==> config.mk <==
export PLATFORM = sky130hd
export DESIGN_NAME = pwm_encoder_position_tracker_top
export DESIGN_NICKNAME = d
export VERILOG_FILES = /design/src/rtl/core/pept_pkg.sv /design/src/rtl/core/pept_track.sv /design/src/rtl/core/pept_arith.sv /design/src/rtl/core/pept_ctrl.sv /design/src/rtl/core/pwm_encoder_position_tracker_top.sv
export SDC_FILE = /design/constraint.sdc
export NUM_CORES = 2
export LEC_CHECK = 0
export BUFFER_PORTS_ARGS = -buffer_cell sky130_fd_sc_hd__buf_2
export CAP_MARGIN = 20
export CORE_MARGIN = 2
export CORE_UTILIZATION = 45
export DETAILED_ROUTE_END_ITERATION = 6
export MAX_ROUTING_LAYER = met4
export PLACE_DENSITY_LB_ADDON = 0.12
export SETUP_SLACK_MARGIN = 0.5
export SYNTH_ARGS = -nofsm -noshare
export SYNTH_HDL_FRONTEND = slang
export SYNTH_SLANG_ARGS = --single-unit
==> constraint.sdc <==
create_clock -name i_clk -period 12.83 [get_ports i_clk]
set_clock_uncertainty 0.1 [all_clocks]
set_input_delay 2.566 -clock i_clk [delete_from_list [all_inputs] [get_ports i_clk]]
set_output_delay 2.566 -clock i_clk [all_outputs]
set_load 0.02 [all_outputs]
==> src/rtl/core/pept_pkg.sv <==
// Shared types and constants for the PWM encoder position tracker.
// No dependencies; every other file in rtl/core imports this package.
package pept_pkg;

    // Fixed field widths
    localparam int POS_W  = 41;
    localparam int POLE_W = 24;
    localparam int INT_W  = 24;
    localparam int LEN_W  = 12;
    localparam int CFG_W  = 24;
    localparam int IDX_W  = 1;

    // Register indexes on the configuration port
    localparam logic [IDX_W-1:0] REG_INTERVAL = 1'b0;
    localparam logic [IDX_W-1:0] REG_POLE_LEN = 1'b1;

    // Register reset values
    localparam logic [INT_W-1:0] INTERVAL_RST = 24'd100000;
    localparam logic [LEN_W-1:0] POLE_LEN_RST = 12'd2000;

    // One input beat: sampled pin levels for a tick
    typedef struct packed {
        logic pwm_level;
        logic index_level;
    } t_in_beat;

    // One output beat: a position report
    typedef struct packed {
        logic signed [POS_W-1:0]  position;
        logic signed [POLE_W-1:0] pole_total;
        logic                     position_valid;
    } t_out_beat;

    // Report sequencer states
    typedef enum logic [2:0] {
        ST_IDLE,
        ST_MUL_H,
        ST_MUL_C,
        ST_DIV,
        ST_DONE
    } t_state;

    // Controls from the sequencer to the arithmetic unit
    typedef struct packed {
        logic load;
        logic mul_h;
        logic mul_c;
        logic div_step;
        logic out_load;
    } t_arith_ctl;

endpackage

==> src/rtl/core/pept_track.sv <==
// Per-tick front end: PWM edge timing, pole pair counter, report timer,
// configuration registers. Depends on pept_pkg.
module pept_track #(
    parameter int COUNT_BITS = 24,
    parameter int FRAC_BITS  = 4,
    parameter int TIME_BITS  = 32
) (
    input  logic                                     i_clk,
    input  logic                                     i_rst_n,
    input  logic                                     i_accept,
    input  logic                                     i_pwm,
    input  logic                                     i_idx,
    input  logic                                     i_cfg_we,
    input  logic [pept_pkg::IDX_W-1:0]               i_cfg_idx,
    input  logic [pept_pkg::CFG_W-1:0]               i_cfg_data,
    output logic                                     o_report,
    output logic [TIME_BITS-1:0]                     o_high,
    output logic [TIME_BITS-1:0]                     o_period,
    output logic [COUNT_BITS-1:0]                    o_pole,
    output logic [pept_pkg::LEN_W+FRAC_BITS-1:0]     o_scale
);
    import pept_pkg::*;

    localparam int QW = LEN_W + FRAC_BITS;

    logic [TIME_BITS-1:0]  r_tick, r_last_rise, r_period, r_high;
    logic [TIME_BITS-1:0]  n_last_rise, n_period, n_high, w_diff, w_hcl;
    logic                  r_prev_pwm, r_prev_idx;
    logic [COUNT_BITS-1:0] r_pole, n_pole;
    logic [INT_W-1:0]      r_timer, w_timer_inc;
    logic [INT_W-1:0]      r_interval;
    logic [LEN_W-1:0]      r_pole_len;
    logic                  w_rise, w_fall, w_idx_rise, w_fwd;

    // Edge detection and next state for this tick
    always_comb begin
        w_rise      = i_pwm & ~r_prev_pwm;
        w_fall      = ~i_pwm & r_prev_pwm;
        w_idx_rise  = i_idx & ~r_prev_idx;
        w_diff      = r_tick - r_last_rise;
        n_period    = w_rise ? w_diff : r_period;
        n_last_rise = w_rise ? r_tick : r_last_rise;
        n_high      = w_fall ? w_diff : r_high;
        w_hcl       = (n_high < n_period) ? n_high : n_period;
        w_fwd       = {w_hcl, 1'b0} < {1'b0, n_period};
        n_pole      = r_pole;
        if (w_idx_rise) begin
            n_pole = w_fwd ? r_pole + COUNT_BITS'(1) : r_pole - COUNT_BITS'(1);
        end
        w_timer_inc = r_timer + INT_W'(1);
    end

    // Report due when the bumped timer reaches the interval
    assign o_report = (w_timer_inc >= r_interval);
    assign o_high   = w_hcl;
    assign o_period = n_period;
    assign o_pole   = n_pole;
    assign o_scale  = QW'(r_pole_len) << FRAC_BITS;

    // Tick state
    always_ff @(posedge i_clk) begin
        if (!i_rst_n) begin
            r_tick      <= '0;
            r_last_rise <= '0;
            r_period    <= '0;
            r_high      <= '0;
            r_prev_pwm  <= 1'b0;
            r_prev_idx  <= 1'b0;
            r_pole      <= '0;
            r_timer     <= '0;
        end else if (i_accept) begin
            r_tick      <= r_tick + TIME_BITS'(1);
            r_last_rise <= n_last_rise;
            r_period    <= n_period;
            r_high      <= n_high;
            r_prev_pwm  <= i_pwm;
            r_prev_idx  <= i_idx;
            r_pole      <= n_pole;
            r_timer     <= o_report ? '0 : w_timer_inc;
        end
    end

    // Configuration registers
    always_ff @(posedge i_clk) begin
        if (!i_rst_n) begin
            r_interval <= INTERVAL_RST;
            r_pole_len <= POLE_LEN_RST;
        end else if (i_cfg_we) begin
            case (i_cfg_idx)
                REG_INTERVAL: r_interval <= i_cfg_data[INT_W-1:0];
                REG_POLE_LEN: r_pole_len <= i_cfg_data[LEN_W-1:0];
                default: ;
            endcase
        end
    end

endmodule

==> src/rtl/core/pept_arith.sv <==
// Shared arithmetic unit: one multiplier used twice, then a restoring
// divider stepping one quotient bit per cycle; holds the output beat.
// Depends on pept_pkg.
module pept_arith #(
    parameter int COUNT_BITS = 24,
    parameter int FRAC_BITS  = 4,
    parameter int TIME_BITS  = 32
) (
    input  logic                                 i_clk,
    input  pept_pkg::t_arith_ctl                 i_ctl,
    input  logic [TIME_BITS-1:0]                 i_high,
    input  logic [TIME_BITS-1:0]                 i_period,
    input  logic [COUNT_BITS-1:0]                i_pole,
    input  logic [pept_pkg::LEN_W+FRAC_BITS-1:0] i_scale,
    output pept_pkg::t_out_beat                  o_beat
);
    import pept_pkg::*;

    localparam int QW = LEN_W + FRAC_BITS;
    localparam int AW = ((TIME_BITS > COUNT_BITS) ? TIME_BITS : COUNT_BITS) + 1;
    localparam int PW = AW + QW + 1;
    localparam int NW = TIME_BITS + QW;

    // Snapshot of the tick that triggered the report
    logic [TIME_BITS-1:0]  r_h, r_d;
    logic [COUNT_BITS-1:0] r_cnt;
    logic [QW-1:0]         r_scale;

    // Numerator, then remainder and quotient shifting in place
    logic [NW-1:0]         r_acc, n_acc;
    logic [POS_W-1:0]      r_cprod;
    t_out_beat             r_beat;

    logic signed [AW-1:0]  w_a;
    logic signed [QW:0]    w_b;
    logic signed [PW-1:0]  w_prod;
    logic [TIME_BITS:0]    w_trial, w_sub;
    logic                  w_ge;

    // Multiplier operand select: clamped high time, or signed pole count
    always_comb begin
        if (i_ctl.mul_h) begin
            w_a = signed'(AW'(r_h));
        end else begin
            w_a = AW'(signed'(r_cnt));
        end
        w_b    = signed'({1'b0, r_scale});
        w_prod = PW'(w_a * w_b);
    end

    // One restoring divide step
    always_comb begin
        w_trial = {r_acc[NW-1 -: TIME_BITS], r_acc[QW-1]};
        w_sub   = w_trial - {1'b0, r_d};
        w_ge    = (w_trial >= {1'b0, r_d});
        n_acc   = {w_ge ? w_sub[TIME_BITS-1:0] : w_trial[TIME_BITS-1:0],
                   r_acc[QW-2:0], w_ge};
    end

    always_ff @(posedge i_clk) begin
        if (i_ctl.load) begin
            r_h     <= i_high;
            r_d     <= i_period;
            r_cnt   <= i_pole;
            r_scale <= i_scale;
        end
        if (i_ctl.mul_h) begin
            r_acc <= w_prod[NW-1:0];
        end else if (i_ctl.div_step) begin
            r_acc <= n_acc;
        end
        if (i_ctl.mul_c) begin
            r_cprod <= POS_W'(w_prod);
        end
        // Output beat; a zero period gives an invalid report at position zero
        if (i_ctl.out_load) begin
            r_beat.position       <= (r_d == '0) ? '0
                                     : signed'(POS_W'(r_acc[QW-1:0]) + r_cprod);
            r_beat.pole_total     <= POLE_W'(signed'(r_cnt));
            r_beat.position_valid <= (r_d != '0);
        end
    end

    assign o_beat = r_beat;

endmodule

==> src/rtl/core/pept_ctrl.sv <==
// Report sequencer: steps the arithmetic unit through multiply, multiply,
// divide and output load; owns the channel handshakes. Depends on pept_pkg.
module pept_ctrl #(
    parameter int FRAC_BITS = 4
) (
    input  logic                 i_clk,
    input  logic                 i_rst_n,
    input  logic                 i_accept,
    input  logic                 i_report,
    input  logic                 i_out_stall,
    output logic                 o_in_stall,
    output logic                 o_out_valid,
    output pept_pkg::t_arith_ctl o_ctl
);
    import pept_pkg::*;

    localparam int QW     = LEN_W + FRAC_BITS;
    localparam int STEP_W = $clog2(QW);

    t_state            r_state, n_state;
    logic [STEP_W-1:0] r_step;
    logic              r_out_valid;
    logic              w_out_free, w_last_step;

    assign w_out_free  = !r_out_valid || !i_out_stall;
    assign w_last_step = (r_step == STEP_W'(QW - 1));

    // Next state
    always_comb begin
        n_state = r_state;
        case (r_state)
            ST_IDLE:  if (i_accept && i_report) n_state = ST_MUL_H;
            ST_MUL_H: n_state = ST_MUL_C;
            ST_MUL_C: n_state = ST_DIV;
            ST_DIV:   if (w_last_step) n_state = ST_DONE;
            ST_DONE:  if (w_out_free) n_state = ST_IDLE;
            default:  n_state = ST_IDLE;
        endcase
    end

    // Unit controls
    always_comb begin
        o_ctl          = '0;
        o_in_stall     = 1'b1;
        case (r_state)
            ST_IDLE: begin
                o_in_stall = 1'b0;
                o_ctl.load = i_accept && i_report;
            end
            ST_MUL_H: o_ctl.mul_h    = 1'b1;
            ST_MUL_C: o_ctl.mul_c    = 1'b1;
            ST_DIV:   o_ctl.div_step = 1'b1;
            ST_DONE:  o_ctl.out_load = w_out_free;
            default:  o_in_stall     = 1'b1;
        endcase
    end

    always_ff @(posedge i_clk) begin
        if (!i_rst_n) begin
            r_state     <= ST_IDLE;
            r_step      <= '0;
            r_out_valid <= 1'b0;
        end else begin
            r_state <= n_state;
            r_step  <= (r_state == ST_DIV) ? r_step + STEP_W'(1) : '0;
            if (o_ctl.out_load) begin
                r_out_valid <= 1'b1;
            end else if (!i_out_stall) begin
                r_out_valid <= 1'b0;
            end
        end
    end

    assign o_out_valid = r_out_valid;

endmodule

==> src/rtl/core/pwm_encoder_position_tracker_top.sv <==
// PWM encoder position tracker, top level.
// Instantiates pept_track, pept_ctrl and pept_arith; depends on pept_pkg.
//
// Usage:
//   Input channel: one beat per time tick carrying the sampled PWM and index
//   pin levels. A tick that does not fall on a report is taken without a
//   stall, so such ticks can stream back to back.
//   A tick that completes a report interval starts the report engine: two
//   passes through the shared multiplier, then 12+FRAC_BITS divide steps of
//   one quotient bit each (16 at defaults). o_in_stall stays high after such
//   a tick through the multiply, divide and done states, and the report
//   beat shows on o_out_valid once the output register is free, after the
//   divide steps.
//   Output channel: a registered beat with position (1/2^FRAC_BITS units),
//   pole count and a valid flag. While the receiver stalls the beat holds;
//   the next report may still be computed and then waits, with the input
//   stalled, until the held beat is taken.
//   Reset (synchronous, active low) clears all tick state, the pole counter
//   and report timer, and restores the report interval and pole length.
//   Configuration writes take effect at the write edge; write only when idle.
module pwm_encoder_position_tracker_top #(
    parameter int COUNT_BITS = 24,
    parameter int FRAC_BITS  = 4,
    parameter int TIME_BITS  = 32
) (
    input  logic                       i_clk,
    input  logic                       i_rst_n,
    input  logic                       i_in_valid,
    output logic                       o_in_stall,
    input  pept_pkg::t_in_beat         i_in_data,
    output logic                       o_out_valid,
    input  logic                       i_out_stall,
    output pept_pkg::t_out_beat        o_out_data,
    input  logic                       i_cfg_we,
    input  logic [pept_pkg::IDX_W-1:0] i_cfg_idx,
    input  logic [pept_pkg::CFG_W-1:0] i_cfg_data
);
    import pept_pkg::*;

    localparam int QW = LEN_W + FRAC_BITS;

    logic                  w_accept, w_report;
    logic [TIME_BITS-1:0]  w_high, w_period;
    logic [COUNT_BITS-1:0] w_pole;
    logic [QW-1:0]         w_scale;
    t_arith_ctl            w_ctl;

    assign w_accept = i_in_valid && !o_in_stall;

    pept_track #(
        .COUNT_BITS (COUNT_BITS),
        .FRAC_BITS  (FRAC_BITS),
        .TIME_BITS  (TIME_BITS)
    ) u_track (
        .i_clk      (i_clk),
        .i_rst_n    (i_rst_n),
        .i_accept   (w_accept),
        .i_pwm      (i_in_data.pwm_level),
        .i_idx      (i_in_data.index_level),
        .i_cfg_we   (i_cfg_we),
        .i_cfg_idx  (i_cfg_idx),
        .i_cfg_data (i_cfg_data),
        .o_report   (w_report),
        .o_high     (w_high),
        .o_period   (w_period),
        .o_pole     (w_pole),
        .o_scale    (w_scale)
    );

    pept_ctrl #(
        .FRAC_BITS (FRAC_BITS)
    ) u_ctrl (
        .i_clk       (i_clk),
        .i_rst_n     (i_rst_n),
        .i_accept    (w_accept),
        .i_report    (w_report),
        .i_out_stall (i_out_stall),
        .o_in_stall  (o_in_stall),
        .o_out_valid (o_out_valid),
        .o_ctl       (w_ctl)
    );

    pept_arith #(
        .COUNT_BITS (COUNT_BITS),
        .FRAC_BITS  (FRAC_BITS),
        .TIME_BITS  (TIME_BITS)
    ) u_arith (
        .i_clk    (i_clk),
        .i_ctl    (w_ctl),
        .i_high   (w_high),
        .i_period (w_period),
        .i_pole   (w_pole),
        .i_scale  (w_scale),
        .o_beat   (o_out_data)
    );

endmodule

==> metrics.md <==
| Metric | Value |
|---|---|
| Row Count | `107` |
| Post-route antenna net violation count | `0` |
| Nets in the synthesized netlist | `4997` |
| Area share of the largest cell type after synthesis | `19.3%` |
| Worst Hold Class | `flop to flop` |
| Number of nets in the layout | `5011` |
| Clock H-tree levels | `2` |
| Combinational power share | `25.2%` |
| FF+latch count, synth | `473` |
| Final worst-path cycle share | `89.6%` |
| DRT Pass-1 Iters | `5` |
| Setup repair after global routing missed its margin | `no` |
| Sum of overflow across all layers after global routing | `0` |
| Result of the run | `complete, no violations` |
| Starting utilization of the core area | `45.6%` |
| Chip Width | `298 µm` |
| Simple logic cell fraction of the synthesized area | `18.1%` |
| Critical-path maximum fanout | `31` |
| Syn_area_per_cell | `8.98 µm²` |
| Data arrival at the endpoint of the critical path | `11.93 ns` |
| Clock share of power | `36.6%` |
| Count of flip-flops with a built-in enable after synthesis | `251` |
| Cells after Synth | `4342` |
| Cell leakage power | `18.9 nW` |
| Share of flip-flops with an asynchronous set or reset after synthesis | `0%` |
| Dominant synthesized flop cell | `edfxtp_1` |
| Synthesis-to-finish area growth | `9.28%` |
| Synth Area in Compound Gates | `11.7%` |
| Pwr per Cell Area | `104 nW/µm²` |
| Detailed-route DRC error count | `0` |
| Initial antenna violation count | `2` |
| Clock period minus final worst setup slack | `11.49 ns` |
| Sw Share | `30.1%` |
| Overall fraction of global-route tracks in use | `23.8%` |
| Mux cell area share after synthesis | `1.45%` |
| Portion of the post-synthesis area used by sequential elements | `30.7%` |
| Proportion of power drawn by flip-flops and latches | `38.2%` |
| Number of endpoints with negative hold slack in the final report | `0` |
| Final-layout setup total negative slack | `0 ns` |
| Core region area | `85500 µm²` |
| Worst IR drop on VDD | `0.000103 V` |
| Root Driver | `clkbuf_16` |
| Most frequent cell after synthesis | `nand2_1` |
| CTS tree | `yes` |
| Routed wire length | `103000 µm` |
| Pin count of the biggest net entering global routing | `81` |
| 1st-iter DRT viols | `1920` |
| Number of vias per cell after detailed routing | `5.26` |
| Final setup violation count | `0` |
| Via count of the first global-routing pass | `29100` |
| Highest clock frequency the design can meet | `0.0870 GHz` |
| Number of buffers inserted during clock tree synthesis | `53` |
| Slowest-stage cell, CP | `nand2b_2` |
| Full die area | `89000 µm²` |
| Crit path largest cell delay | `0.61 ns` |
| Via Count | `29200` |
| Maximum capacitance violations | `0` |
| Internal power component | `3.10 mW` |
| Mapped Area | `39000 µm²` |
| Nature of the critical path endpoint | `flop` |
| DIE HEIGHT | `298 µm` |
| Worst setup path class | `input port to flop` |
| Clock net sink count | `473` |
| Max Root-Sink Buffers | `3` |
| Parity-gate share of the synthesized area counting xor and xnor cells | `4.51%` |
| Largest area contributor in the netlist | `edfxtp_1` |
| DP Wirelength | `76300 µm` |
| Worst-Skew Late Latency | `0.64 ns` |
| Yosys Warn Count | `0` |
| Number of slew-limit violations in the final report | `0` |
| Mean routed wirelength per cell | `18.5 µm` |
| Worst slew slack as a fraction of its limit | `30.2%` |
| Most frequent cell on the critical path | `a21o_1` |
| Wire length of the first global-routing pass | `164000 µm` |
| Number of port buffers | `99` |
| Largest family of logic cells by synthesized area | `adder cells` |
| CTS clk-pin slew, worst paths | `0.07 ns` |
| Slew at the pin closest to its max-slew limit | `1.05 ns` |
| Startpoint class of the critical path | `input port` |
| Top-level port count | `100` |
| Proportion of layout cells with a drive suffix above 1 | `6.91%` |
| Sw Pwr | `1.34 mW` |
| Post-synth top cells | `nand2_1 (658), inv_1 (525), fa_1 (344)` |
| Cell variety after synth | `72` |
| Post-synthesis share of cell area spent on full adders, half adders and majority gates | `26.6%` |
| Fill cell total of the finished layout | `8195` |
| Critical path data required time | `13.27 ns` |
| Overall power after layout | `4.44 mW` |
| Leading post-synthesis cells by cell area | `edfxtp_1 (19%), fa_1 (18%), dfxtp_1 (11%)` |
| Number of hold-repair buffers added at the cts stage | `0` |
| Weighted congestion at the end of routability-driven global placement | `0.874` |
[flip-flops by register name, summed over array words and instances, names as in the netlist, 4 cells and up]
register,count
u_arith.r_h,32
u_track.r_last_rise,32
u_track.r_period,32
u_arith.o_beat,66
u_track.r_pole,24
u_track.r_high,32
u_ctrl.r_step,4
u_track.r_tick,32
u_arith.r_scale,12
u_arith.r_acc,48
u_arith.r_d,32
u_track.r_timer,24
u_arith.r_cnt,24
u_track.r_pole_len,12
u_track.r_interval,24
u_arith.r_cprod,37
[repair_timing]
action | in CTS | in global routing
hold endpoints to repair | 0 | 0
setup endpoints to repair | 0 | 18
buffers inserted | 0 | 5
resized for setup | 0 | 2
[worst max-delay path, delay by kind of cell]
| kind | cells | cell delay [ns] |
|---|---|---|
| AO/OA/AOI/OAI | 24 | 5.16 |
| AND/OR/NAND/NOR | 6 | 1.33 |
| adder cells (fa/ha/maj) | 3 | 1.00 |
| multiplexers | 3 | 0.92 |
| buffers and inverters | 5 | 0.71 |
| XOR/XNOR | 1 | 0.20 |
[layout make-up]
class	instances	area, µm²	area share [%]
Antenna cell	1	2.50	0.00587
Inverter	526	1980	4.65
Tap cell	1144	1430	3.36
Clock buffer	63	1430	3.35
Multi-Input combinational cell	3146	24400	57.2
Timing Repair Buffer	156	956	2.24
Clock inverter	37	460	1.08
Sequential cell	473	12000	28.1
[per-layer routing]
layer / part of all wire, % / GRT usage [%]
met4: 2.5 / 5.86
met5: 0 / -
met2: 47 / 38.1
met3: 4.0 / 2.48
met1: 47 / 32.5
[metrics by stage]
stage / util [%] / area [µm²] / setup WS, ns / hold slack (ns) / std cells
3_3_place_gp: 47.5 / 40600 / 0.739 / 0.315 / 5439
2_1_floorplan: - / 39000 / 1.04 / 0.308 / 4342
3_5_place_dp: 47.5 / 40600 / 0.620 / 0.316 / 5439
4_1_cts: 49.7 / 42500 / 1.09 / 0.332 / 5539
5_1_grt: 49.8 / 42600 / 0.598 / 0.337 / 5545
6_report: 49.8 / 42600 / 1.34 / 0.331 / 5546
[cells by family after synthesis]
family	after synthesis
flops	473
fa+ha+maj	623
simple gates	1529
buf+inv	723
xor+xnor	201
mux	54
compound gates	739
[placed cells by master (no fill, tap or decap), types with 46 or more instances in the layout]
cell,Yosys,layout
a21o_1,99,99
a21oi_1,299,298
and2_1,217,215
and3_1,46,46
buf_2,2,99
buf_4,0,54
clkbuf_16,0,55
dfxtp_1,222,222
edfxtp_1,251,251
fa_1,344,344
ha_1,279,279
inv_1,525,524
nand2_1,658,656
nand3_1,70,70
nor2_1,307,305
nor3_1,64,64
o21ai_0,145,144
xnor2_1,120,120
xor2_1,81,81
[worst paths after layout]
kind	from	to	slack, ns	depth (start not counted)
worst min register to register	u_track.r_pole_len[7]	u_arith.r_scale[11]	0.33	0
worst max register to register	u_track.r_tick[0]	u_track.r_pole[22]	1.46	55
worst min-delay path	u_track.r_pole_len[7]	u_arith.r_scale[11]	0.33	0
worst max-delay path	i_in_data[1]	u_track.r_pole[22]	1.34	42
[power groups by stage]
stage	sequential, mW	combinational (mW)	clock (mW)
4_1_cts	1.70	1.10	1.66
5_1_grt	1.70	1.26	1.72
6_report	1.70	1.12	1.63
2_1_floorplan	1.72	0.859	0
3_5_place_dp	1.73	1.09	0
3_3_place_gp	1.73	1.09	0
Note: power is estimated with default switching activity, not from simulation.
